**src/rtl/owfm_pkg.sv**
```systemverilog
// ---------------------------------------------------------------------------
// owfm_pkg: shared types and constants of the field-oriented omni mixer
// cordic arctangent table and register map; stages pass vectors, not structs
// ---------------------------------------------------------------------------
package owfm_pkg;

  localparam int CORDIC_STEPS = 20;
  localparam int CW = 34;                       // cordic datapath width
  localparam logic signed [CW-1:0] CORDIC_GAIN = 34'sd652032874;
  localparam int Q15_MAX = 32767;
  localparam int QUEUE_DEPTH = 4;
  localparam int QUEUE_AW = 2;

  localparam logic [0:0] REG_RUN_ENABLE = 1'b0;

  typedef logic signed [CW-1:0] cw_t;

  function automatic cw_t atan_turn(input int i);
    cw_t a;
    unique case (i)
      0: a = 34'sd536870912;  1: a = 34'sd316933406;  2: a = 34'sd167458907;
      3: a = 34'sd85004756;   4: a = 34'sd42667331;   5: a = 34'sd21354465;
      6: a = 34'sd10679838;   7: a = 34'sd5340245;    8: a = 34'sd2670163;
      9: a = 34'sd1335087;    10: a = 34'sd667544;    11: a = 34'sd333772;
      12: a = 34'sd166886;    13: a = 34'sd83443;     14: a = 34'sd41722;
      15: a = 34'sd20861;     16: a = 34'sd10430;     17: a = 34'sd5215;
      18: a = 34'sd2608;      19: a = 34'sd1304;
      default: a = '0;
    endcase
    return a;
  endfunction

  // rounded and clamped q1.15 from q4.30
  function automatic logic signed [15:0] to_q15(input cw_t v);
    cw_t r;
    r = (v + cw_t'(16384)) >>> 15;
    if (r > cw_t'(Q15_MAX)) return 16'sd32767;
    if (r < -cw_t'(Q15_MAX)) return -16'sd32767;
    return r[15:0];
  endfunction

endpackage

```
**src/rtl/owfm_back.sv**
```systemverilog
// ---------------------------------------------------------------------------
// owfm_back: wheel products, sums, rounding and saturation
// two stages: products, then sum/round/clamp into the output register
// ---------------------------------------------------------------------------
module owfm_back import owfm_pkg::*; #(
  parameter int VEL_BITS = 16
) (
  input  logic                          clk,
  input  logic                          rst_n,
  input  logic                          go,
  input  logic signed [VEL_BITS-1:0]    vx,
  input  logic signed [VEL_BITS-1:0]    vy,
  input  logic signed [VEL_BITS-1:0]    vw,
  input  logic signed [15:0]            cos_q,
  input  logic signed [15:0]            sin_q,
  output logic                          strobe,
  output logic signed [VEL_BITS+1:0]    wa,
  output logic signed [VEL_BITS+1:0]    wb,
  output logic signed [VEL_BITS+1:0]    wc,
  output logic signed [VEL_BITS+1:0]    wd
);

  localparam int PW = VEL_BITS + 16;
  localparam int SW = VEL_BITS + 19;
  localparam int OB = VEL_BITS + 2;
  localparam logic signed [SW-1:0] SAT_HI = $signed(SW'({1'b0, {(OB-1){1'b1}}}));
  localparam logic signed [SW-1:0] SAT_LO = -SAT_HI - SW'(1);

  logic                 p_vld_r, o_vld_r;
  logic signed [PW-1:0] xs_r, xc_r, ys_r, yc_r;
  logic signed [SW-1:0] w_r;

  always_ff @(posedge clk) begin
    if (!rst_n) begin
      p_vld_r <= 1'b0;
      o_vld_r <= 1'b0;
    end else begin
      p_vld_r <= go;
      o_vld_r <= p_vld_r;
    end
  end

  always_ff @(posedge clk) begin
    xs_r <= PW'(vx) * PW'(sin_q);
    xc_r <= PW'(vx) * PW'(cos_q);
    ys_r <= PW'(vy) * PW'(sin_q);
    yc_r <= PW'(vy) * PW'(cos_q);
    w_r  <= SW'(vw) <<< 15;
  end

  function automatic logic signed [OB-1:0] fin(input logic signed [SW-1:0] acc);
    logic signed [SW-1:0] r;
    r = (acc + SW'(16384)) >>> 15;
    if (r > SAT_HI) return SAT_HI[OB-1:0];
    if (r < SAT_LO) return SAT_LO[OB-1:0];
    return r[OB-1:0];
  endfunction

  logic signed [SW-1:0] xs, xc, ys, yc;
  assign xs = SW'(xs_r);
  assign xc = SW'(xc_r);
  assign ys = SW'(ys_r);
  assign yc = SW'(yc_r);

  always_ff @(posedge clk) begin
    wa <= fin(-xs + yc - w_r);
    wb <= fin(-xc - ys - w_r);
    wc <= fin(xs - yc - w_r);
    wd <= fin(xc + ys - w_r);
  end

  assign strobe = o_vld_r;

endmodule

```
**config.mk**
```make
export PLATFORM = sky130hd
export DESIGN_NAME = owfm_back
export DESIGN_NICKNAME = d
export VERILOG_FILES = /design/src/rtl/owfm_pkg.sv /design/src/rtl/owfm_back.sv
export SDC_FILE = /design/constraint.sdc
export NUM_CORES = 2
export LEC_CHECK = 0
export BUFFER_PORTS_ARGS = -buffer_cell sky130_fd_sc_hd__buf_2
export CORE_ASPECT_RATIO = 0.6
export CORE_UTILIZATION = 35
export CTS_CLUSTER_SIZE = 8
export DETAILED_ROUTE_END_ITERATION = 10
export PLACE_DENSITY_LB_ADDON = 0.15
export SYNTH_ARGS = -nofsm -noshare
export SYNTH_HDL_FRONTEND = slang
export SYNTH_SLANG_ARGS = --single-unit
export TNS_END_PERCENT = 5
```
**constraint.sdc**
```tcl
create_clock -name clk -period 6.8 [get_ports clk]
set_input_delay 0.34 -clock clk [delete_from_list [all_inputs] [get_ports clk]]
set_output_delay 0.34 -clock clk [all_outputs]
set_load 0.05 [all_outputs]
```
==> flow_summary.toml <==
[run_status]
status = "finished clean"

[final_layout]
layout.nets = 7917
drive_above_1_share = 0.0794
fillCellCount = 15287
syn_to_final_growth_pct = 11.0

[logic_synthesis]
seq_area_frac_synth = 0.0815
netlist_top_cells_area = "fa_1, ha_1, inv_1, dfxtp_1, and2_1"
yosys_most_used_dff = "dfxtp_1"
netlist_area_um2 = 53600
post_synth_num_cell_types = 79
synthCells = 5820
ys.warnings.count = 0
synth.most_common_cell = "inv_1"
synth.top_cell.area_share = 0.419
post_synth_most_frequent_cells = "inv_1, fa_1, ha_1, nand2_1, and2_1"
synth_seq_cells = 218
synth-edff-count = 0
ys_async_sr_fraction = 0
syn-mean-instance-area_um2 = 9.20
synth.largest_area_cell = "fa_1"
net_count_after_synthesis = 7642

[placement]
io_buffer_count = 155
routabilityCongestion = 0.882
detailed_place_hpwl_um = 138000

[clock_tree]
htreeDepth = 1
cts-buffers-inserted = 31
worst_setup_hold_path_clk_slew_ns = 0.06
postCtsSetupBuffers = 0
tritoncts = "yes"
worst_case_clock_buffer_depth = 3
ctsRootBufferMaster = "clkbuf_16"
skew_pair_late_insertion_delay_ns = 0.62
clkSinkCount = 218

[setup_path]
crit_path_start_kind = "input pin"
cp.arrival_ns = 6.94
cp-end-kind = "register"
worstPathMaxFanout = 13
reg2reg_to = "wd[1]"
r2r_slack_ns = 1.09
critical_path.max_stage_delay_ns = 0.55
cp_data_required_time_ns = 7.35
r2r_start = "xc_r[16]"
worst-setup-path-type = "input pin to register"
crit_path_frequent_cell = "fa_1"
worst_path_max_delay_cell = "fa_1"
worst_r2r_path_depth = 14

[die]
initial_utilization = 0.355
die_width_um = 507
row_count = 110
design.die.area_um2 = 155000
io_pins = 156
core-area_um2 = 151000
dieHeight_um = 305

[route]
route.detailed.wl_per_inst_um = 19.3
post_detailed_route_count_of_antenna_violating_nets = 0
detailed_routing_iterations_pass_1 = 6
dr.first_iter.drc_count = 2960
via_count = 38189
wirelength_um = 157000
post-route-drc-count = 0
route.detailed.vias_per_inst = 4.70

[sta]
min_period_ns = 6.39
unrepaired_setup_endpoints_after_global_routing = "false"
achievable-frequency_mhz = 157
period_share = 0.939
setup-tns-final_ns = 0
slew_violations = 0
timing_worst_slew_pin_value_ns = 1.12
max-slew-margin-rel = 0.247
report.final.setup_viol = 0
finalClockSkew_ns = 0.0468
final_hold_violations = 0

[hold_path]
min_from = "vy[0]"
timing.hold.worst_path_depth = 3
hold_path_class = "input pin to register"
min_delay_worst_endpoint = "yc_r[0]"

[global_route]
via_count_of_the_first_global_routing_pass = 40777
global_route.overflow_total = 0
grt_use_total = 0.214
largest_net_degree_at_the_start_of_global_routing = 29
grt_antenna_before_repair = 13
grt_first_pass_wirelength_um = 251000

[job]
maxCapViolCount = 0
## cells in the final DEF, fill, tap and decap left out, drive strengths merged, types with 5 or more instances in the layout
cell,n
inv,1451
fa,1120
ha,619
nand2,545
and2,510
buf,433
dfxtp,218
a21oi,168
xnor2,146
nor2,144
a21o,129
o21ai,111
xor2,61
nand2b,43
clkbuf,36
nand3,34
a211oi,29
o21a,26
nor3,26
a31oi,25
o21bai,23
dlygate4sd3,19
nand4,16
and3,16
o211ai,13
nor2b,12
a211o,11
or3,9
o31ai,7
a41oi,6
a2111oi,6
nor4,5
o311a,5
nand3b,5
a31o,5
## worst max-delay path by stage
| stage | startpoint | to | slack, ns | depth (start not counted) |
|---|---|---|---|---|
| global placement | vx[7] | xs_r[30] | -0.06 | 25 |
| detailed placement | vx[7] | xs_r[30] | -0.14 | 25 |
| CTS | vx[7] | xs_r[30] | 0.50 | 24 |
| floorplan | vx[11] | xs_r[30] | 0.72 | 22 |
| finish | vx[7] | xc_r[31] | 0.41 | 26 |
| global route | vx[7] | xs_r[30] | 0.01 | 23 |
## logic make-up (layout without fill, tap and decap cells)
family	Yosys count	in the layout	share of synthesized area
other	0	2	0
DFF	218	218	0.0815
muxes	3	3	0.000561
adders and majority gates	1739	1739	0.563
AOI/OAI and AO/OA	613	613	0.0755
xor gates and xnor gates	207	207	0.0338
buffers and inverters	1660	1939	0.117
and+or+nand+nor	1380	1380	0.128
## critical path: cells and delay by family
family | cells | cell delay (ns)
AO/OA/AOI/OAI | 7 | 1.72
buffers and inverters | 8 | 1.23
adder cells (fa/ha/maj) | 7 | 2.79
XOR/XNOR | 1 | 0.13
AND/OR/NAND/NOR | 3 | 0.71
## sequential cells by signal (all words and copies together), names as in the netlist, 18 cells and up
signal / flops
ys_r: 32
xs_r: 32
wc: 18
wb: 18
wa: 18
yc_r: 32
wd: 18
xc_r: 32
## repair_timing
action	CTS	global route
hold buffers	19	0
endpoints found under the hold margin	18	0
gates resized for setup	0	0
## layer usage
metal / wire length [um] / up-vias / GRT usage / part of all wire
li1: - / 17986 / - / -
met1: 84800 / 19125 / 0.354 / 0.54
met2: 58500 / 975 / 0.286 / 0.37
met3: 10900 / 95 / 0.0383 / 0.069
met4: 2660 / 8 / 0.0313 / 0.017
met5: 125 / - / 0.00370 / 0.00080
## area by class of cell
cell class              instances  area, um^2  area share
multi-input cells            3942       42900       0.722
inverters                    1450        5440      0.0915
flip-flops and latches        218        4360      0.0734
repair buffers                452        3390      0.0570
well taps                    2016        2520      0.0424
clock buffers                  36         805      0.0135
clock inverters                 1        8.76    0.000147
diodes                          2        5.00   0.0000842
## through the flow
| stage | instances | util | area, um^2 | hold slack, ns | worst slack [ns] |
|---|---|---|---|---|---|
| 2_1_floorplan | 5820 | - | 53600 | 0.368 | 0.719 |
| 3_3_place_gp | 8059 | 0.387 | 58500 | 0.416 | -0.0605 |
| 3_5_place_dp | 8059 | 0.387 | 58500 | 0.428 | -0.143 |
| 4_1_cts | 8115 | 0.394 | 59500 | 0.283 | 0.504 |
| 5_1_grt | 8116 | 0.394 | 59500 | 0.315 | 0.0143 |
| 6_report | 8117 | 0.394 | 59500 | 0.329 | 0.414 |
Power is left out: the tool's default activity adds up to more than one toggle a clock period on the data nets, which glitch-free logic cannot reach.
