[config.mk]
export PLATFORM = sky130hd
export DESIGN_NAME = owfm_queue
export DESIGN_NICKNAME = d
export VERILOG_FILES = /design/src/rtl/owfm_pkg.sv /design/src/rtl/owfm_queue.sv
export SDC_FILE = /design/constraint.sdc
export NUM_CORES = 1
export LEC_CHECK = 0
export ABC_AREA = 1
export BUFFER_PORTS_ARGS = -buffer_cell sky130_fd_sc_hd__buf_2
export CORE_UTILIZATION = 53
export DETAILED_ROUTE_END_ITERATION = 10
export PLACE_DENSITY = 0.87
export REMOVE_ABC_BUFFERS = 1
export SYNTH_ARGS = -nofsm -noshare
export SYNTH_HDL_FRONTEND = slang
export SYNTH_SLANG_ARGS = --single-unit
export TNS_END_PERCENT = 30
[constraint.sdc]
create_clock -name clk -period 3.3 [get_ports clk]
set_input_delay 0.495 -clock clk [delete_from_list [all_inputs] [get_ports clk]]
set_output_delay 0.495 -clock clk [all_outputs]
set_load 0.05 [all_outputs]
[src/rtl/owfm_pkg.sv]
// ---------------------------------------------------------------------------
// owfm_pkg: shared types and constants of the field-oriented omni mixer
// cordic arctangent table and register map; stages pass vectors, not structs
// ---------------------------------------------------------------------------
package owfm_pkg;

  localparam int CORDIC_STEPS = 20;
  localparam int CW = 34;                       // cordic datapath width
  localparam logic signed [CW-1:0] CORDIC_GAIN = 34'sd652032874;
  localparam int Q15_MAX = 32767;
  localparam int QUEUE_DEPTH = 4;
  localparam int QUEUE_AW = 2;

  localparam logic [0:0] REG_RUN_ENABLE = 1'b0;

  typedef logic signed [CW-1:0] cw_t;

  function automatic cw_t atan_turn(input int i);
    cw_t a;
    unique case (i)
      0: a = 34'sd536870912;  1: a = 34'sd316933406;  2: a = 34'sd167458907;
      3: a = 34'sd85004756;   4: a = 34'sd42667331;   5: a = 34'sd21354465;
      6: a = 34'sd10679838;   7: a = 34'sd5340245;    8: a = 34'sd2670163;
      9: a = 34'sd1335087;    10: a = 34'sd667544;    11: a = 34'sd333772;
      12: a = 34'sd166886;    13: a = 34'sd83443;     14: a = 34'sd41722;
      15: a = 34'sd20861;     16: a = 34'sd10430;     17: a = 34'sd5215;
      18: a = 34'sd2608;      19: a = 34'sd1304;
      default: a = '0;
    endcase
    return a;
  endfunction

  // rounded and clamped q1.15 from q4.30
  function automatic logic signed [15:0] to_q15(input cw_t v);
    cw_t r;
    r = (v + cw_t'(16384)) >>> 15;
    if (r > cw_t'(Q15_MAX)) return 16'sd32767;
    if (r < -cw_t'(Q15_MAX)) return -16'sd32767;
    return r[15:0];
  endfunction

endpackage

[src/rtl/owfm_queue.sv]
// ---------------------------------------------------------------------------
// owfm_queue: short fifo between the rotation front and the wheel back end
// ---------------------------------------------------------------------------
module owfm_queue import owfm_pkg::*; #(
  parameter int WIDTH = 80
) (
  input  logic             clk,
  input  logic             rst_n,
  input  logic             push,
  input  logic [WIDTH-1:0] wdata,
  output logic             valid,
  output logic [WIDTH-1:0] rdata
);

  logic [WIDTH-1:0]  mem_r [QUEUE_DEPTH];
  logic [QUEUE_AW-1:0] wp_r, rp_r;
  logic [QUEUE_AW:0]   cnt_r;
  logic                pop;
  logic                vld_r;
  logic [WIDTH-1:0]    rdata_r;

  // back end pops whenever an entry is present
  assign pop = (cnt_r != '0);

  always_ff @(posedge clk) begin
    if (!rst_n) begin
      wp_r <= '0;
      rp_r <= '0;
      cnt_r <= '0;
      vld_r <= 1'b0;
    end else begin
      if (push) wp_r <= wp_r + 1'b1;
      if (pop) rp_r <= rp_r + 1'b1;
      cnt_r <= cnt_r + (QUEUE_AW+1)'(push) - (QUEUE_AW+1)'(pop);
      vld_r <= pop;
    end
  end

  always_ff @(posedge clk) begin
    if (push) mem_r[wp_r] <= wdata;
    if (pop) rdata_r <= mem_r[rp_r];
  end

  assign valid = vld_r;
  assign rdata = rdata_r;

endmodule

==> flow_summary.json, run 1 <==
{
  "synth_xor_area_share_pct": 0,
  "crit_arrival_ps": 2730,
  "die_w_microns": 173,
  "cts_hold_buf": 0,
  "met1Wirelength_microns": 11800,
  "holdCritPathClass": "in -> reg",
  "grt_setup_unrepaired": "no",
  "yosysMostFrequentCell": "edfxtp_1",
  "cap_violations": 0,
  "drc": 0,
  "nets": 1253,
  "path_class": "reg -> reg",
  "drv_slew": 0,
  "start_util_pct": 53.8,
  "setup_violations": 0,
  "crit_path_cell_trace": "nor2_1, nand2_4, ha_1, inv_1, ha_1, fa_1, a21oi_1, nor2_1",
  "synth_area_sq_um": 15400,
  "hold_viol": 0,
  "placed_area_sq_um": 16600,
  "fillerInstances": 2018,
  "final_util_pct": 63.1,
  "fin_area_sq_um": 18100,
  "skew_ps": 13.6,
  "yosysTopAreaCell": "edfxtp_1",
  "status": "finished clean",
  "synthTopCellsByArea": "edfxtp_1 (78%), o21ai_2 (7.3%), nor2_1 (6.0%)",
  "power_density_nw_per_um2": 986,
  "tightest_slew_ps": 956,
  "antenna_found_initial": 6,
  "synth_adder_area_share_pct": 0.617,
  "synth-main-ff-cell": "edfxtp_1",
  "peakVddDrop_mv": 0.603,
  "fmax_ghz": 0.432,
  "post_cts_buffers": 0,
  "synth_edf_count": 400,
  "cp.required_ps": 3710,
  "clock_path_buffers": 3,
  "period_needed_ps": 2320,
  "syn2layout_area_growth_pct": 17.2,
  "critPathTopFamily": "adder cells",
  "die-area_sq_um": 29800,
  "end_kind": "flop",
  "post_cts_resized": 0,
  "p_leak_nw": 6.44,
  "coreArea_sq_um": 28600,
  "finalWorstSetupSlack_ps": 985,
  "root_buffer": "clkbuf_16",
  "maxUsedRoutingLayer": "met5",
  "grtUsageTotal_pct": 19.5,
  "drt_iter0_markers": 789,
  "numCtsBuffers": 41,
  "ant_nets": 0,
  "synth-simple-area-share_pct": 6.37,
  "routabilityCongestion": 0.717,
  "synth_mux_area_share_pct": 0,
  "yosysUniqueCellTypes": 20,
  "path_buf_inv": 1,
  "cts_tree": "built",
  "die_y_microns": 173,
  "vias": 8383,
  "seq_area_frac_synth_pct": 79.0,
  "dp_hpwl_microns": 16500,
  "cp_max_fo": 34,
  "yosys_warnings": 0,
  "first_pass_iters": 5,
  "crit_slowest_cell": "ha_1",
  "avgSynthCellArea_sq_um": 15.5,
  "grt_start_max_net_pins": 163,
  "slew_headroom_pct": 36.3,
  "clkTransAtPathRegs_ps": 60,
  "synth_compound_area_share_pct": 11.2,
  "power_w": 0.0178,
  "synth_top_family_by_area": "compound AO/OA/AOI/OAI gates",
  "wl_microns": 29000,
  "pre_cts_ws_ps": 996,
  "routed_via_density": 5.30,
  "synth_common_cells": "edfxtp_1 (400), nor2_1 (245), o21ai_2 (129)",
  "met2RoutedLength_microns": 14700,
  "grt_pass1_wl_microns": 45100,
  "clk_latency_ps": 530,
  "boundaryPins": 164,
  "synthArstFlopShare_pct": 0,
  "avgRoutedWirePerCell_microns": 18.3,
  "rows": 62,
  "grt_pass1_vias": 8448,
  "io_buffer_count": 163,
  "critPathMaxStageDelay_ps": 420,
  "ys_ff_latch": 408,
  "syn_inst": 993,
  "final_layout_size_suffix_gt1_share_pct": 32.0,
  "cts_max_level": 2,
  "timing.hold.ws_ps": 180,
  "yosysTopAreaCellShare_pct": 77.9,
  "cts_sinks": 408,
  "dr_wl_met3_microns": 1870,
  "fin_crit_sh_pct": 70.2,
  "critPathLaunchType": "flop",
  "grt-ovfl-total": 0
}
## metrics by stage
step                      setup TNS, ps  std cells
after detailed placement              0       1504
after CTS                             0       1580
after floorplan                 -137810        941
after global routing                  0       1580
after global placement                0       1504
final                                 0       1582
## sequential cells by signal, indices dropped and copies added (netlist names)
signal,count
rp_r,2
wp_r,2
rdata,80
valid,1
mem_r,320
cnt_r,3
## layer usage
metal / global-route usage (%) / vias to the layer above
met5: 0 / -
met3: 4.24 / 54
met4: 5.95 / 10
met2: 33.1 / 237
li1: - / 3956
met1: 25.4 / 4126
## power by group
part           total [W]  switching (W)  leakage (nW)  internal (W)
sequential       0.00708       0.000271          3.80       0.00680
combinational    0.00567        0.00428          1.91       0.00139
clock            0.00506        0.00188         0.731       0.00318
## worst register-to-register path, stage by stage (launching register included)
cell and delay [ps]:
dfxtp_1 320, nor2_1 250, nand2_4 350, ha_1 420
inv_1 40, ha_1 180, fa_1 410, a21oi_1 150
nor2_1 80
## cells by family after synthesis
| kind of cell | Yosys count |
|---|---|
| flip-flops | 408 |
| AND/OR/NAND/NOR | 261 |
| AO/OA/AOI/OAI | 247 |
| buffers and inverters | 70 |
| adder cells (fa/ha/maj) | 7 |
## layout by cell type (no fill, tap or decap), types with 4 or more instances in the layout
cell       synthesis  final
clkinv_1           0      5
edfxtp_1         400    400
nand2_1           14     13
buf_12             1      6
clkbuf_1           8      4
o21ai_2          129    129
clkinv_2           0      9
bufinv_16          0     10
nor2_1           245    245
buf_4              6     10
clkbuf_16          0     43
inv_1             16     12
inv_4              0      4
ha_1               6      6
a21oi_1            4      4
dfxtp_1            8      7
o21ai_1          112    112
buf_2             23    163
## cell type report
| cell class | count | area, sq um | area share (%) |
|---|---|---|---|
| multi-input combinational | 515 | 2810 | 15.5 |
| sequential | 408 | 12200 | 67.4 |
| inverter | 18 | 87.6 | 0.485 |
| tap | 384 | 480 | 2.66 |
| clock buffer | 48 | 1100 | 6.12 |
| antenna | 2 | 5.00 | 0.0277 |
| timing repair buffer | 179 | 1010 | 5.60 |
| clock inverter | 28 | 395 | 2.19 |
## path summary, 6_finish.rpt
| kind | from | end | slack (ps) | cells after the start |
|---|---|---|---|---|
| setup / recovery | cnt_r[1] | cnt_r[2] | 980 | 8 |
| hold / removal | wdata[2] | mem_r[0][2] | 180 | 1 |
| setup reg to reg | cnt_r[1] | cnt_r[2] | 980 | 8 |
| hold reg to reg | mem_r[3][43] | rdata[43] | 520 | 2 |
(Power assumes the default switching activity.)
==> run 2: changes to the inputs <==
ABC_AREA = 0   (was 1)
CORE_UTILIZATION = 58   (was 53)
PLACE_DENSITY = 0.9   (was 0.87)
clock period = 2.2 ns   (was 3.3 ns; I/O delays follow)
==> flow_summary.json, run 2 <==
{
  "path_class": "reg -> reg",
  "drt_iter0_markers": 427,
  "largest_reg_flops": 320,
  "synth_adder_area_share_pct": 0.657,
  "peakVddDrop_mv": 0.887,
  "synth-simple-area-share_pct": 0.640,
  "avgSynthCellArea_sq_um": 26.8,
  "skew_ps": 12.4,
  "wl_microns": 25300,
  "clock_power_share_pct": 26.0,
  "synthTopCellsByArea": "edfxtp_1 (83%), mux4_2 (12%), buf_12 (1.1%)",
  "tightest_slew_ps": 687,
  "timing.hold.ws_ps": 32.6,
  "status": "finished clean",
  "grtUsageTotal_pct": 20.7,
  "power_density_nw_per_um2": 1390,
  "cts_max_level": 2,
  "fmax_ghz": 0.473,
  "cp_max_fo": 5,
  "yosys_warnings": 0,
  "cap_violations": 0,
  "yosysTopAreaCellShare_pct": 83.0,
  "cts_hold_buf": 0,
  "synth_common_cells": "edfxtp_1 (400), mux4_2 (79), and2_1 (9), buf_2 (9)",
  "syn_inst": 539,
  "grt-ovfl-total": 0,
  "cts_sinks": 408,
  "die_y_microns": 160,
  "synth_mux_area_share_pct": 12.6,
  "routabilityCongestion": 0.725,
  "synthArstFlopShare_pct": 0,
  "seqPwrFrac_pct": 45.6,
  "start_util_pct": 59.3,
  "synth_compound_area_share_pct": 0.0606,
  "grt_pass1_vias": 6755,
  "p_leak_nw": 5.70,
  "routed_via_density": 5.66,
  "grt_start_max_net_pins": 81,
  "die_w_microns": 160,
  "ys_ff_latch": 408,
  "fin_crit_sh_pct": 96.0,
  "grt_setup_unrepaired": "no",
  "final_cell_mix": "edfxtp_1 (400), buf_2 (163), mux4_2 (79), clkbuf_16 (41), clkbuf_1 (11)",
  "final_common_cell": "edfxtp_1",
  "nets": 830,
  "ant_nets": 0,
  "period_needed_ps": 2110,
  "setup_violations": 0,
  "die-area_sq_um": 25600,
  "swShare_pct": 32.9,
  "clock_path_buffers": 3,
  "critPathLaunchType": "flop",
  "power_switching_w": 0.00773,
  "boundaryPins": 164,
  "post_cts_resized": 0,
  "post_cts_buffers": 0,
  "drc": 0,
  "synth-main-ff-cell": "edfxtp_1",
  "cts_tree": "built",
  "io_buffer_count": 163,
  "combPwrFrac_pct": 28.5,
  "antenna_found_initial": 1,
  "synth_xor_area_share_pct": 0.216,
  "hold_viol": 0,
  "yosysMostFrequentCell": "edfxtp_1",
  "seq_area_frac_synth_pct": 84.2,
  "vias": 6174,
  "dp_hpwl_microns": 14600,
  "tns_ps": 0,
  "numCtsBuffers": 40,
  "cp.required_ps": 2590,
  "clkTransAtPathRegs_ps": 60,
  "syn2layout_area_growth_pct": 16.6,
  "drv_slew": 0,
  "slew_headroom_pct": 54.2,
  "holdCritPathClass": "in -> reg",
  "yosysTopAreaCell": "edfxtp_1",
  "clk_latency_ps": 510,
  "synth_area_sq_um": 14500,
  "final_layout_size_suffix_gt1_share_pct": 40.6,
  "root_buffer": "clkbuf_16",
  "crit_arrival_ps": 2510,
  "top_register": "mem_r",
  "rows": 57,
  "first_pass_iters": 4,
  "grt_pass1_wl_microns": 38900,
  "fillerInstances": 1474,
  "yosysUniqueCellTypes": 21,
  "internal-power_w": 0.0157,
  "coreArea_sq_um": 24400,
  "synth_edf_count": 400,
  "synth_top_family_by_area": "multiplexers",
  "avgRoutedWirePerCell_microns": 23.2,
  "end_kind": "flop"
}
## run 2: cell types whose count changed in the layout (fill, tap and decap cells not counted), sizes merged, moves of 3 or more
cell,change
clkinvlp,-3
bufinv,-9
o21ai,-243
nand2,-13
nor2,-245
mux4,+80
inv,-12
clkbuf,+4
a21oi,-4
and2,+9
## run 2: metrics by stage
stage / power (W) / util [%] / std cells / setup WS [ps] / area [sq um]
2_1_floorplan: 0.0156 / - / 521 / -2140 / 14200
6_report: 0.0235 / 69.1 / 1091 / 87.0 / 16900
3_5_place_dp: 0.0176 / 64.4 / 1022 / 64.6 / 15700
5_1_grt: 0.0243 / 69.1 / 1090 / 1.87 / 16900
3_3_place_gp: 0.0174 / 64.4 / 1022 / 149 / 15700
4_1_cts: 0.0237 / 69.1 / 1090 / 63.9 / 16900
## run 2: path summary, 6_finish.rpt
kind | cells past startpoint | startpoint | endpoint | slack, ps
hold / removal | 1 | wdata[59] | mem_r[2][59] | 30
hold reg to reg | 2 | wp_r[1] | wp_r[1] | 580
setup / recovery | 7 | cnt_r[1] | cnt_r[2] | 90
setup reg to reg | 7 | cnt_r[1] | cnt_r[2] | 90
## run 2: power groups by stage
stage               Sequential [W]  Clock, W  Combinational [W]
finish                      0.0107   0.00610            0.00668
global route                0.0108   0.00652            0.00699
CTS                         0.0107   0.00621            0.00679
detailed placement          0.0109         0            0.00675
global placement            0.0108         0            0.00658
floorplan                   0.0138         0            0.00180
## run 2: kinds of logic after synthesis
| family | after synthesis |
|---|---|
| adders and majority gates | 7 |
| buffers and inverters | 24 |
| and+or+nand+nor | 15 |
| DFF | 408 |
| AOI/OAI and AO/OA | 1 |
| muxes | 82 |
| xor gates and xnor gates | 2 |
## run 2: per-layer routing
| layer | vias up | part of all wire [%] | wire [microns] | track usage (%) |
|---|---|---|---|---|
| met3 | 43 | 6.6 | 1680 | 4.65 |
| met2 | 237 | 52 | 13200 | 35.9 |
| met4 | 2 | 1.8 | 463 | 5.32 |
| met5 | - | 0.039 | 10 | 0 |
| li1 | 2700 | - | - | - |
| met1 | 3192 | 39 | 9970 | 26.7 |
## run 2: cell type report
class,count,area (sq um),area share (%)
Inverter,6,22.5,0.134
Timing Repair Buffer,177,1020,6.05
Multi-Input combinational cell,107,2070,12.3
Tap cell,324,405,2.40
Antenna cell,1,2.50,0.0148
Sequential cell,408,12200,72.2
Clock buffer,52,1070,6.33
Clock inverter,16,97.6,0.579
## run 2: critical path, stage by stage, from the launching register on
cell and delay (ps):
dfxtp_1 350, or3_4 410, ha_1 280, inv_1 40
ha_1 190, fa_1 410, xnor3_1 180, and2_1 160
